## config.mk

```make
export PLATFORM = sky130hd
export DESIGN_NAME = tree_decommit_node_selector
export DESIGN_NICKNAME = d
export VERILOG_FILES = /design/src/hw/rtl/tds_pkg.sv /design/src/hw/rtl/tree_decommit_node_selector.sv /design/src/hw/rtl/tds_ctrl.sv /design/src/hw/rtl/tds_dp.sv
export SDC_FILE = /design/constraint.sdc
export NUM_CORES = 2
export LEC_CHECK = 0
export BUFFER_PORTS_ARGS = -buffer_cell sky130_fd_sc_hd__buf_4
export CAP_MARGIN = 40
export CORE_MARGIN = 2
export CORE_UTILIZATION = 55
export CTS_CLUSTER_DIAMETER = 60
export DETAILED_ROUTE_END_ITERATION = 8
export GPL_TIMING_DRIVEN = 0
export PLACE_DENSITY_LB_ADDON = 0.05
export SLEW_MARGIN = 10
export SYNTH_ARGS = -nofsm -noshare
export SYNTH_HDL_FRONTEND = slang
export SYNTH_SLANG_ARGS = --single-unit
```

## constraint.sdc

```tcl
create_clock -name clk -period 25.9 [get_ports clk]
set_input_delay 2.59 -clock clk [delete_from_list [all_inputs] [get_ports clk]]
set_output_delay 2.59 -clock clk [all_outputs]
set_load 0.05 [all_outputs]
```

## src/hw/rtl/tds_pkg.sv

```systemverilog
`default_nettype none

package tds_pkg;

    typedef struct packed
    {
        logic [7:0] hidden_index;
        logic       last;
    } in_item_t;

    typedef struct packed
    {
        logic [1:0] kind;
        logic [8:0] value;
        logic [6:0] pad_slots;
        logic [1:0] status;
        logic       end_of_run;
    } out_item_t;

    typedef struct packed
    {
        logic [3:0] num_vectors;
        logic [3:0] long_vectors;
        logic [3:0] depth_k;
        logic [8:0] leaf_count;
        logic [6:0] open_limit;
    } cfg_t;

    // controller -> datapath
    typedef struct packed
    {
        logic accept;
        logic prep;
        logic mark_rd;
        logic mark_ev;
        logic check;
        logic ord_emit;
        logic walk_rd;
        logic walk_ev;
        logic walk_emit;
        logic walk_next;
        logic walk_over;
        logic stat_emit;
        logic clr_step;
    } cmd_t;

    // datapath -> controller
    typedef struct packed
    {
        logic clr_done;
        logic mark_ok;
        logic last;
        logic mark_stop;
        logic chk_fail;
        logic ord_last;
        logic walk_diff;
        logic walk_over;
        logic node_zero;
        logic out_free;
    } sts_t;

    localparam logic [1:0] KIND_ORD  = 2'd0;
    localparam logic [1:0] KIND_NODE = 2'd1;
    localparam logic [1:0] KIND_STAT = 2'd2;

    localparam logic [1:0] ST_OK    = 2'd0;
    localparam logic [1:0] ST_RANGE = 2'd1;
    localparam logic [1:0] ST_NODES = 2'd2;
    localparam logic [1:0] ST_COUNT = 2'd3;

    localparam logic [2:0] REG_NUM_VECTORS  = 3'd0;
    localparam logic [2:0] REG_LONG_VECTORS = 3'd1;
    localparam logic [2:0] REG_DEPTH_K      = 3'd2;
    localparam logic [2:0] REG_LEAF_COUNT   = 3'd3;
    localparam logic [2:0] REG_OPEN_LIMIT   = 3'd4;

endpackage

`default_nettype wire

```

## src/hw/rtl/tree_decommit_node_selector.sv

```systemverilog
// Decommitment node selector for an interleaved one-tree vector commitment.
// Input channel (in_valid/in_stall/in_data): one hidden leaf index per vector,
// in vector order, last=1 on the final one. Each transaction is accepted, then
// prepared, then the climb reads and marks each node in turn: the leaf,
// each newly marked ancestor and the marked ancestor where the climb stops, so at
// most the tree depth plus one; an index out of range or past the vector count
// reads none. After the last transaction the block emits on the output channel
// (out_valid/out_stall/out_data): one commitment ordinal per vector, then each
// revealed node, then a status transaction with end_of_run=1 (a failed check
// gives it alone). The walk visits the L-1 internal nodes and ends in ST_NODES
// if over open_limit nodes would be revealed. After reset and after every status
// transaction the hidden map is swept to zero, all 2*MAX_LEAVES-1 nodes, with
// in_stall high; APB writes are taken during the sweep. A stalled output holds
// its transaction in the output register and the controller waits; nothing is
// dropped. Registers sit on an APB port at byte offsets 4*i and must be written
// only while the block is idle; the block itself does not enforce this.
`default_nettype none

module tree_decommit_node_selector
    import tds_pkg::*;
#(
    parameter int MAX_LEAVES  = 256,
    parameter int MAX_VECTORS = 8
)
(
    input  wire logic        clk,
    input  wire logic        rst_n,
    input  wire logic        psel,
    input  wire logic        penable,
    input  wire logic        pwrite,
    input  wire logic [4:0]  paddr,
    input  wire logic [31:0] pwdata,
    output logic      [31:0] prdata,
    output logic             pready,
    input  wire logic        in_valid,
    output logic             in_stall,
    input  wire in_item_t    in_data,
    output logic             out_valid,
    input  wire logic        out_stall,
    output out_item_t        out_data
);

    cfg_t cfg_reg;
    cfg_t cfg_next;
    cmd_t cmd;
    sts_t sts;

    assign pready = 1'b1;

    always_comb
    begin
        cfg_next = cfg_reg;
        if (psel && penable && pwrite)
        begin
            case (paddr[4:2])
                REG_NUM_VECTORS:  cfg_next.num_vectors  = pwdata[3:0];
                REG_LONG_VECTORS: cfg_next.long_vectors = pwdata[3:0];
                REG_DEPTH_K:      cfg_next.depth_k      = pwdata[3:0];
                REG_LEAF_COUNT:   cfg_next.leaf_count   = pwdata[8:0];
                REG_OPEN_LIMIT:   cfg_next.open_limit   = pwdata[6:0];
                default:          cfg_next = cfg_reg;
            endcase
        end
    end

    always_comb
    begin
        case (paddr[4:2])
            REG_NUM_VECTORS:  prdata = 32'(cfg_reg.num_vectors);
            REG_LONG_VECTORS: prdata = 32'(cfg_reg.long_vectors);
            REG_DEPTH_K:      prdata = 32'(cfg_reg.depth_k);
            REG_LEAF_COUNT:   prdata = 32'(cfg_reg.leaf_count);
            REG_OPEN_LIMIT:   prdata = 32'(cfg_reg.open_limit);
            default:          prdata = 32'd0;
        endcase
    end

    always_ff @(posedge clk or negedge rst_n)
    begin
        if (!rst_n)
        begin
            cfg_reg.num_vectors  <= 4'd8;
            cfg_reg.long_vectors <= 4'd0;
            cfg_reg.depth_k      <= 4'd6;
            cfg_reg.leaf_count   <= 9'd256;
            cfg_reg.open_limit   <= 7'd40;
        end
        else
        begin
            cfg_reg <= cfg_next;
        end
    end

    tds_ctrl u_ctrl
    (
        .clk      (clk),
        .rst_n    (rst_n),
        .in_valid (in_valid),
        .in_stall (in_stall),
        .sts      (sts),
        .cmd      (cmd)
    );

    tds_dp
    #(
        .MAX_LEAVES  (MAX_LEAVES),
        .MAX_VECTORS (MAX_VECTORS)
    )
    u_dp
    (
        .clk       (clk),
        .rst_n     (rst_n),
        .cfg       (cfg_reg),
        .in_data   (in_data),
        .cmd       (cmd),
        .sts       (sts),
        .out_stall (out_stall),
        .out_valid (out_valid),
        .out_data  (out_data)
    );

endmodule

`default_nettype wire

```

## src/hw/rtl/tds_ctrl.sv

```systemverilog
`default_nettype none

module tds_ctrl
    import tds_pkg::*;
(
    input  wire logic clk,
    input  wire logic rst_n,
    input  wire logic in_valid,
    output logic      in_stall,
    input  wire sts_t sts,
    output cmd_t      cmd
);

    localparam logic [3:0] S_CLEAR   = 4'd0;
    localparam logic [3:0] S_IDLE    = 4'd1;
    localparam logic [3:0] S_PREP    = 4'd2;
    localparam logic [3:0] S_MARK_RD = 4'd3;
    localparam logic [3:0] S_MARK_EV = 4'd4;
    localparam logic [3:0] S_CHECK   = 4'd5;
    localparam logic [3:0] S_ORD     = 4'd6;
    localparam logic [3:0] S_WALK_RD = 4'd7;
    localparam logic [3:0] S_WALK_EV = 4'd8;
    localparam logic [3:0] S_STAT    = 4'd9;

    logic [3:0] state_reg;
    logic [3:0] state_next;

    assign in_stall = (state_reg != S_IDLE);

    always_comb
    begin
        state_next = state_reg;
        cmd        = '0;
        case (state_reg)
            S_CLEAR:
            begin
                cmd.clr_step = 1'b1;
                if (sts.clr_done)
                begin
                    state_next = S_IDLE;
                end
            end
            S_IDLE:
            begin
                if (in_valid)
                begin
                    cmd.accept = 1'b1;
                    state_next = S_PREP;
                end
            end
            S_PREP:
            begin
                cmd.prep = 1'b1;
                if (sts.mark_ok)
                begin
                    state_next = S_MARK_RD;
                end
                else
                begin
                    state_next = sts.last ? S_CHECK : S_IDLE;
                end
            end
            S_MARK_RD:
            begin
                cmd.mark_rd = 1'b1;
                state_next  = S_MARK_EV;
            end
            S_MARK_EV:
            begin
                cmd.mark_ev = 1'b1;
                if (sts.mark_stop)
                begin
                    state_next = sts.last ? S_CHECK : S_IDLE;
                end
                else
                begin
                    state_next = S_MARK_RD;
                end
            end
            S_CHECK:
            begin
                cmd.check  = 1'b1;
                state_next = sts.chk_fail ? S_STAT : S_ORD;
            end
            S_ORD:
            begin
                if (sts.out_free)
                begin
                    cmd.ord_emit = 1'b1;
                    if (sts.ord_last)
                    begin
                        state_next = S_WALK_RD;
                    end
                end
            end
            S_WALK_RD:
            begin
                cmd.walk_rd = 1'b1;
                state_next  = S_WALK_EV;
            end
            S_WALK_EV:
            begin
                cmd.walk_ev = 1'b1;
                if (sts.walk_diff && sts.walk_over)
                begin
                    cmd.walk_over = 1'b1;
                    state_next    = S_STAT;
                end
                else if (!sts.walk_diff || sts.out_free)
                begin
                    cmd.walk_emit = sts.walk_diff;
                    if (sts.node_zero)
                    begin
                        state_next = S_STAT;
                    end
                    else
                    begin
                        cmd.walk_next = 1'b1;
                        state_next    = S_WALK_RD;
                    end
                end
            end
            S_STAT:
            begin
                if (sts.out_free)
                begin
                    cmd.stat_emit = 1'b1;
                    state_next    = S_CLEAR;
                end
            end
            default:
            begin
                state_next = S_CLEAR;
            end
        endcase
    end

    always_ff @(posedge clk or negedge rst_n)
    begin
        if (!rst_n)
        begin
            state_reg <= S_CLEAR;
        end
        else
        begin
            state_reg <= state_next;
        end
    end

endmodule

`default_nettype wire

```

## src/hw/rtl/tds_dp.sv

```systemverilog
`default_nettype none

module tds_dp
    import tds_pkg::*;
#(
    parameter int MAX_LEAVES  = 256,
    parameter int MAX_VECTORS = 8
)
(
    input  wire logic     clk,
    input  wire logic     rst_n,
    input  wire cfg_t     cfg,
    input  wire in_item_t in_data,
    input  wire cmd_t     cmd,
    output sts_t          sts,
    input  wire logic     out_stall,
    output logic          out_valid,
    output out_item_t     out_data
);

    localparam int TREE_NODES = 2 * MAX_LEAVES - 1;
    localparam int NW = $clog2(TREE_NODES);
    localparam int LW = $clog2(MAX_LEAVES + 1);
    localparam int QW = (LW > 9) ? LW : 9;
    localparam int CW = $clog2(MAX_VECTORS + 2);
    localparam int XW = (CW > 4) ? CW : 4;
    localparam int SW = (MAX_VECTORS > 1) ? $clog2(MAX_VECTORS) : 1;
    localparam int MW = (LW > XW + 8) ? LW : XW + 8;
    localparam int PW = MW + 2;

    // effective configuration
    logic [XW-1:0] nv_x;
    logic [XW-1:0] tau_x;
    logic [XW-1:0] tau1_x;
    logic [3:0]    k_eff;
    logic [3:0]    km1;
    logic [QW-1:0] lc_q;
    logic [QW-1:0] leaf_q;
    logic [LW-1:0] leaf;

    always_comb
    begin
        nv_x   = XW'(cfg.num_vectors);
        tau1_x = XW'(cfg.long_vectors);
        if (nv_x == '0)
        begin
            tau_x = XW'(1);
        end
        else if (nv_x > XW'(MAX_VECTORS))
        begin
            tau_x = XW'(MAX_VECTORS);
        end
        else
        begin
            tau_x = nv_x;
        end
        k_eff = (cfg.depth_k == 4'd0) ? 4'd1 : cfg.depth_k;
        km1   = k_eff - 4'd1;
        lc_q  = QW'(cfg.leaf_count);
        if (lc_q < QW'(2))
        begin
            leaf_q = QW'(2);
        end
        else if (lc_q > QW'(MAX_LEAVES))
        begin
            leaf_q = QW'(MAX_LEAVES);
        end
        else
        begin
            leaf_q = lc_q;
        end
        leaf = LW'(leaf_q);
    end

    // registers
    logic [7:0]    idx_reg, idx_next;
    logic          last_reg, last_next;
    logic [CW-1:0] item_count_reg, item_count_next;
    logic [6:0]    hidden_count_reg, hidden_count_next;
    logic          range_error_reg, range_error_next;
    logic [NW-1:0] pos_reg, pos_next;
    logic          first_reg, first_next;
    logic [1:0]    st_reg, st_next;
    logic [XW-1:0] v_reg, v_next;
    logic [8:0]    base_reg, base_next;
    logic [NW-1:0] node_reg, node_next;
    logic [6:0]    cnt_reg, cnt_next;
    logic [NW-1:0] clr_addr_reg, clr_addr_next;
    logic          out_valid_reg, out_valid_next;
    out_item_t     out_data_reg, out_data_next;
    logic [7:0]    store_reg [MAX_VECTORS];
    logic          rd0_reg, rd1_reg;
    logic          mem_arr [TREE_NODES];

    // slot of the current item
    logic [XW-1:0] i_x;
    logic          cur_in;
    logic          is_long;
    logic          in_range;
    logic          low_half;
    logic [7:0]    rem;
    logic [PW-1:0] prod_low;
    logic [PW-1:0] prod_hi;
    logic [PW-1:0] half_term;
    logic [PW-1:0] pos;
    logic          pos_ok;
    logic          mark_ok;

    always_comb
    begin
        i_x       = XW'(item_count_reg);
        cur_in    = (i_x < tau_x);
        is_long   = (i_x < tau1_x);
        in_range  = ((idx_reg >> (is_long ? k_eff : km1)) == 8'd0);
        low_half  = ((idx_reg >> km1) == 8'd0);
        // km1 is below 8 whenever the upper half is used
        rem       = idx_reg & ~(8'hFF << km1[2:0]);
        prod_low  = PW'(tau_x) * PW'(idx_reg);
        prod_hi   = PW'(tau1_x) * PW'(rem);
        half_term = PW'(tau_x) << km1[2:0];
        pos       = PW'(leaf) - PW'(1) + (low_half ? prod_low : (half_term + prod_hi))
                    + PW'(i_x);
        pos_ok    = (pos <= ((PW'(leaf) << 1) - PW'(2)));
        mark_ok   = cur_in && in_range && pos_ok;
    end

    // selection checks
    logic [1:0] chk;
    logic [9:0] need;
    logic [9:0] avail;

    always_comb
    begin
        need  = 10'(hidden_count_reg) + 10'd1;
        avail = 10'(cfg.open_limit) + (10'(tau_x) << 1);
        if (range_error_reg)
        begin
            chk = ST_RANGE;
        end
        else if (XW'(item_count_reg) != tau_x)
        begin
            chk = ST_COUNT;
        end
        else if (need > avail)
        begin
            chk = ST_NODES;
        end
        else
        begin
            chk = ST_OK;
        end
    end

    logic [NW-1:0] left;
    logic [NW-1:0] right;
    logic [NW-1:0] parent;
    logic          mark_stop;
    logic [8:0]    vlen9;
    logic          out_free;

    assign left      = {node_reg[NW-2:0], 1'b1};
    assign right     = left + NW'(1);
    assign parent    = (pos_reg - NW'(1)) >> 1;
    assign mark_stop = (pos_reg == '0) || (!first_reg && rd0_reg);
    assign vlen9     = 9'(16'd1 << ((v_reg < tau1_x) ? k_eff : km1));
    assign out_free  = !out_valid_reg || !out_stall;

    assign sts.clr_done  = (clr_addr_reg == NW'(TREE_NODES - 1));
    assign sts.mark_ok   = mark_ok;
    assign sts.last      = last_reg;
    assign sts.mark_stop = mark_stop;
    assign sts.chk_fail  = (chk != ST_OK);
    assign sts.ord_last  = (v_reg == tau_x - XW'(1));
    assign sts.walk_diff = rd0_reg ^ rd1_reg;
    assign sts.walk_over = (cnt_reg >= cfg.open_limit);
    assign sts.node_zero = (node_reg == '0);
    assign sts.out_free  = out_free;

    // memory ports
    logic          mem_we;
    logic [NW-1:0] mem_wa;
    logic          mem_wd;
    logic          mem_re;
    logic [NW-1:0] mem_ra0;

    always_comb
    begin
        mem_we = 1'b0;
        mem_wa = clr_addr_reg;
        mem_wd = 1'b0;
        if (cmd.clr_step)
        begin
            mem_we = 1'b1;
        end
        else if (cmd.mark_ev && !rd0_reg)
        begin
            mem_we = 1'b1;
            mem_wa = pos_reg;
            mem_wd = 1'b1;
        end
        else if (cmd.walk_ev)
        begin
            mem_we = 1'b1;
            mem_wa = node_reg;
            mem_wd = rd0_reg | rd1_reg;
        end
        mem_re  = cmd.mark_rd | cmd.walk_rd;
        mem_ra0 = cmd.mark_rd ? pos_reg : left;
    end

    always_ff @(posedge clk)
    begin
        if (mem_we)
        begin
            mem_arr[mem_wa] <= mem_wd;
        end
        if (mem_re)
        begin
            rd0_reg <= mem_arr[mem_ra0];
            rd1_reg <= mem_arr[right];
        end
    end

    always_ff @(posedge clk)
    begin
        if (cmd.prep && cur_in)
        begin
            store_reg[item_count_reg[SW-1:0]] <= idx_reg;
        end
    end

    always_comb
    begin
        idx_next          = idx_reg;
        last_next         = last_reg;
        item_count_next   = item_count_reg;
        hidden_count_next = hidden_count_reg;
        range_error_next  = range_error_reg;
        pos_next          = pos_reg;
        first_next        = first_reg;
        st_next           = st_reg;
        v_next            = v_reg;
        base_next         = base_reg;
        node_next         = node_reg;
        cnt_next          = cnt_reg;
        clr_addr_next     = clr_addr_reg;
        out_valid_next    = out_valid_reg && out_stall;
        out_data_next     = out_data_reg;

        if (cmd.accept)
        begin
            idx_next  = in_data.hidden_index;
            last_next = in_data.last;
        end
        if (cmd.prep)
        begin
            if (item_count_reg < CW'(MAX_VECTORS + 1))
            begin
                item_count_next = item_count_reg + CW'(1);
            end
            if (cur_in && !(in_range && pos_ok))
            begin
                range_error_next = 1'b1;
            end
            pos_next   = pos[NW-1:0];
            first_next = 1'b1;
        end
        if (cmd.mark_ev)
        begin
            if (!rd0_reg && hidden_count_reg < 7'd127)
            begin
                hidden_count_next = hidden_count_reg + 7'd1;
            end
            if (!mark_stop)
            begin
                pos_next   = parent;
                first_next = 1'b0;
            end
        end
        if (cmd.check)
        begin
            st_next   = chk;
            v_next    = '0;
            base_next = '0;
            cnt_next  = '0;
            node_next = NW'(leaf) - NW'(2);
        end
        if (cmd.ord_emit)
        begin
            out_valid_next           = 1'b1;
            out_data_next.kind       = KIND_ORD;
            out_data_next.value      = base_reg + 9'(store_reg[v_reg[SW-1:0]]);
            out_data_next.pad_slots  = '0;
            out_data_next.status     = ST_OK;
            out_data_next.end_of_run = 1'b0;
            base_next                = base_reg + vlen9;
            v_next                   = v_reg + XW'(1);
        end
        if (cmd.walk_emit)
        begin
            out_valid_next           = 1'b1;
            out_data_next.kind       = KIND_NODE;
            out_data_next.value      = 9'(left + NW'(rd0_reg));
            out_data_next.pad_slots  = '0;
            out_data_next.status     = ST_OK;
            out_data_next.end_of_run = 1'b0;
            cnt_next                 = cnt_reg + 7'd1;
        end
        if (cmd.walk_next)
        begin
            node_next = node_reg - NW'(1);
        end
        if (cmd.walk_over)
        begin
            st_next = ST_NODES;
        end
        if (cmd.stat_emit)
        begin
            out_valid_next           = 1'b1;
            out_data_next.kind       = KIND_STAT;
            out_data_next.value      = '0;
            out_data_next.pad_slots  = (st_reg == ST_OK) ? (cfg.open_limit - cnt_reg) : 7'd0;
            out_data_next.status     = st_reg;
            out_data_next.end_of_run = 1'b1;
            item_count_next          = '0;
            hidden_count_next        = '0;
            range_error_next         = 1'b0;
        end
        if (cmd.clr_step)
        begin
            clr_addr_next = sts.clr_done ? '0 : clr_addr_reg + NW'(1);
        end
    end

    always_ff @(posedge clk or negedge rst_n)
    begin
        if (!rst_n)
        begin
            item_count_reg   <= '0;
            hidden_count_reg <= '0;
            range_error_reg  <= 1'b0;
            first_reg        <= 1'b0;
            st_reg           <= ST_OK;
            clr_addr_reg     <= '0;
            out_valid_reg    <= 1'b0;
        end
        else
        begin
            item_count_reg   <= item_count_next;
            hidden_count_reg <= hidden_count_next;
            range_error_reg  <= range_error_next;
            first_reg        <= first_next;
            st_reg           <= st_next;
            clr_addr_reg     <= clr_addr_next;
            out_valid_reg    <= out_valid_next;
        end
    end

    always_ff @(posedge clk)
    begin
        idx_reg      <= idx_next;
        last_reg     <= last_next;
        pos_reg      <= pos_next;
        v_reg        <= v_next;
        base_reg     <= base_next;
        node_reg     <= node_next;
        cnt_reg      <= cnt_next;
        out_data_reg <= out_data_next;
    end

    assign out_valid = out_valid_reg;
    assign out_data  = out_data_reg;

endmodule

`default_nettype wire

```

==> flow_summary.ini <==
[synth]
synth-seq-cells = 704
ys.flop_type = edfxtp_1
async_reset_ff_frac = 0.0810
ys_warn_count = 0
syn_avg_cell_area_sq_um = 11.2
synth_area_sq_mm = 0.0402
synth_cell_type_count = 88
netlist_instances = 3586
synth_edf_count = 624
seq_area_frac_synth = 0.513

[job]
drv_cap = 0

[critical_path]
r2r-start = cfg_reg[17]$_DFFE_PN1P_
critical_path.max_fanout = 10
path_delay_family = adder cells
cpMostUsedCell = ha_1
rr_worst_depth = 37
r2r-end = u_ctrl.state_reg[2]$_DFFE_PN0P_
crit_required_ns = 26.43
path_buf_inv = 8
worst-setup-path-type = reg2reg
endpoint_kind = flop
reg2reg_slack_ns = 15.72
crit_slowest_cell = fa_1
cp-start-kind = flop
cpPeakStageDelay_ns = 0.55
crit_arrival_ns = 10.71

[die]
fp-row-count = 99
start_util = 0.554
die_width_microns = 275
pin_count = 109
die_y_microns = 275
core-area_sq_mm = 0.0727
die_area_sq_mm = 0.0754

[power]
netSwitchingPower_mw = 2.21
combPwrFrac = 0.496
p_int_mw = 2.84
irDropWorstVdd_uv = 93.3
power_frac_seq = 0.281
finalPower_mw = 5.04
clkPwrFrac = 0.222
p_leak_nw = 16.5
swShare = 0.438
power.density_mw_per_mm2 = 111

[layout]
drive_gt1_frac = 0.151
mostFrequentLayoutCells = 701 x nor2_1, 624 x edfxtp_1, 322 x nand2_1
layout_commonest_cell = nor2_1
fin_util = 0.627
fin_area_sq_mm = 0.0456
final_nets = 4052
num-fill-cells = 5885
largest_register_ffs = 511
area_delta_synth_final_pct = 13.3

[sta]
hold_viol_final = 0
finalCritPeriodShare = 0.393
tns_ns = 0
setup_viol = 0
worst_pin_slew_ns = 1.09
grt_setup_unrepaired = false
setup_ws_ns = 15.72
fin_crit_ns = 10.18
slew_headroom = 0.273
max_freq_mhz = 98.2
clock_skew_ns = 0.0281
slew_violations = 0

[placement]
hpwlAfterDp_mm = 108
globalplace.congestion = 1.00
dp_slack_ns = 15.75
placedInstanceArea_sq_mm = 0.0431
io_buffer_count = 57

[global_routing]
first_global_vias = 31300
grt.total_usage = 0.397
overflow = 0
grt_max_degree = 58
grt_pass1_wl_mm = 213
antenna_found_initial = 4

[worst_hold_path]
hold_depth = 2
whs_endpoint = u_dp.out_data[19]$_SDFFE_PP0P_
hold_path_class = reg2reg
hp-start = u_dp.out_data[19]$_SDFFE_PP0P_

[clocking]
clock-sinks = 704
clk_pin_slew_ns = 0.06
cts_buffers = 80
cts_root_buf = clkbuf_16
post_cts_buffers = 0
cts_tree = built
clk-insertion-delay-late_ns = 0.66
htree_levels = 3
clk_path_buf_depth = 3
hold_buffers = 0
post_cts_resized = 0

[drt]
firstDrtPassIters = 6
viasPerCell = 6.64
wl_mm = 149
drc = 0
drtAntennaViolNets = 0
vias = 32200
avgRoutedWirePerCell_microns = 30.8
drt-initial-drc-count = 4693

[outcome]
status = finished clean
==> metrics by stage <==
step / cells / hold WS, ns
finish: 4850 / 0.465
global route: 4849 / 0.496
CTS: 4847 / 0.466
detailed placement: 4701 / 0.458
global placement: 4624 / 0.446
floorplan: 3608 / 0.453
==> layout make-up <==
class,count,area (sq um),share of cell area
tap,959,1200,0.0263
sequential,704,20600,0.452
clock inverter,50,463,0.0102
inverter,125,469,0.0103
multi-input combinational,2505,18000,0.394
clock buffer,96,2070,0.0454
buffer,274,1280,0.0282
timing repair buffer,136,1490,0.0328
antenna,1,2.50,0.0000549
==> power groups by stage <==
stage | sequential (mW) | combinational [mW] | clock (mW)
2_1_floorplan | 1.52 | 1.48 | 0
3_3_place_gp | 1.58 | 2.30 | 0
3_5_place_dp | 1.44 | 2.42 | 0
4_1_cts | 1.42 | 2.43 | 1.12
5_1_grt | 1.42 | 2.63 | 1.17
6_report | 1.42 | 2.50 | 1.12
==> worst max path at each step <==
stage / start / to / slack [ns] / depth (start not counted)
finish: cfg_reg[17]$_DFFE_PN1P_ / u_ctrl.state_reg[2]$_DFFE_PN0P_ / 15.72 / 37
global route: cfg_reg[17]$_DFFE_PN1P_ / u_ctrl.state_reg[2]$_DFFE_PN0P_ / 15.09 / 37
CTS: cfg_reg[17]$_DFFE_PN1P_ / u_ctrl.state_reg[2]$_DFFE_PN0P_ / 15.75 / 37
detailed placement: cfg_reg[17]$_DFFE_PN1P_ / u_ctrl.state_reg[2]$_DFFE_PN0P_ / 15.75 / 37
global placement: u_ctrl.state_reg[0]$_DFFE_PN0P_ / u_dp.mem_arr[280]$_DFFE_PP_ / -13.04 / 3
floorplan: u_ctrl.state_reg[2]$_DFFE_PN0P_ / u_dp.mem_arr[0]$_DFFE_PP_ / 0.96 / 4
==> layer usage <==
| metal | track usage | vias to the layer above | part of all wire |
|---|---|---|---|
| met1 | 0.487 | 15700 | 0.34 |
| met2 | 0.619 | 2353 | 0.45 |
| met4 | 0.276 | 4 | 0.084 |
| li1 | - | 13500 | - |
| met3 | 0.101 | 646 | 0.12 |
| met5 | 0 | - | 0.00015 |
==> synth_stat cells, types with 8 or more instances <==
master,count,area share
clkbuf_1,156,0.015
xor2_1,26,0.0057
o221ai_1,34,0.0074
or3_1,9,0.0014
a211oi_1,35,0.0065
mux2_2,45,0.013
nand3_1,34,0.0042
buf_2,59,0.0073
a2111oi_0,8,0.0017
nor3_1,57,0.0071
nand4_1,14,0.0022
nor2b_1,33,0.0051
ha_1,134,0.042
a22o_1,11,0.0024
o21bai_1,9,0.0017
o31ai_1,11,0.0021
a311oi_1,9,0.0020
xnor2_1,60,0.013
dfxtp_1,23,0.011
edfxtp_1,624,0.47
and2_1,47,0.0073
nand2_1,322,0.030
a31oi_1,12,0.0019
mux2i_1,153,0.038
mux4_2,142,0.079
o21a_1,14,0.0026
a21boi_0,9,0.0017
a221oi_1,11,0.0024
dfrtp_1,51,0.032
buf_4,41,0.0076
o21ai_0,90,0.011
inv_1,125,0.012
fa_1,39,0.019
nor2_1,702,0.065
a21oi_1,169,0.021
nand2b_1,22,0.0034
nor4_1,24,0.0037
a21o_1,30,0.0056
nor3b_1,8,0.0015
and3_1,21,0.0033
o211ai_1,13,0.0024
o22ai_1,30,0.0047
buf_1,14,0.0013
==> worst reg2reg max path, delay by kind of cell, from the launching register on <==
kind                     cells  cell delay [ns]
AO/OA/AOI/OAI               12             3.08
XOR/XNOR                     1             0.22
adder cells (fa/ha/maj)      9             3.30
buffers and inverters        8             1.86
flip-flops                   1             0.51
AND/OR/NAND/NOR              7             1.12
==> cell families (layout without fill, tap and decap cells) <==
kind of cell    count (synthesis)  after routing  share of synthesized area
buf+inv                       399            681                     0.0435
other cells                     2             25                   0.000187
mux                           344            344                      0.132
xor+xnor                       87             87                     0.0193
fa+ha+maj                     173            173                     0.0611
compound gates                554            554                     0.0905
flops                         704            704                      0.513
simple gates                 1323           1323                      0.141
Note: power is estimated with default switching activity, not from simulation.
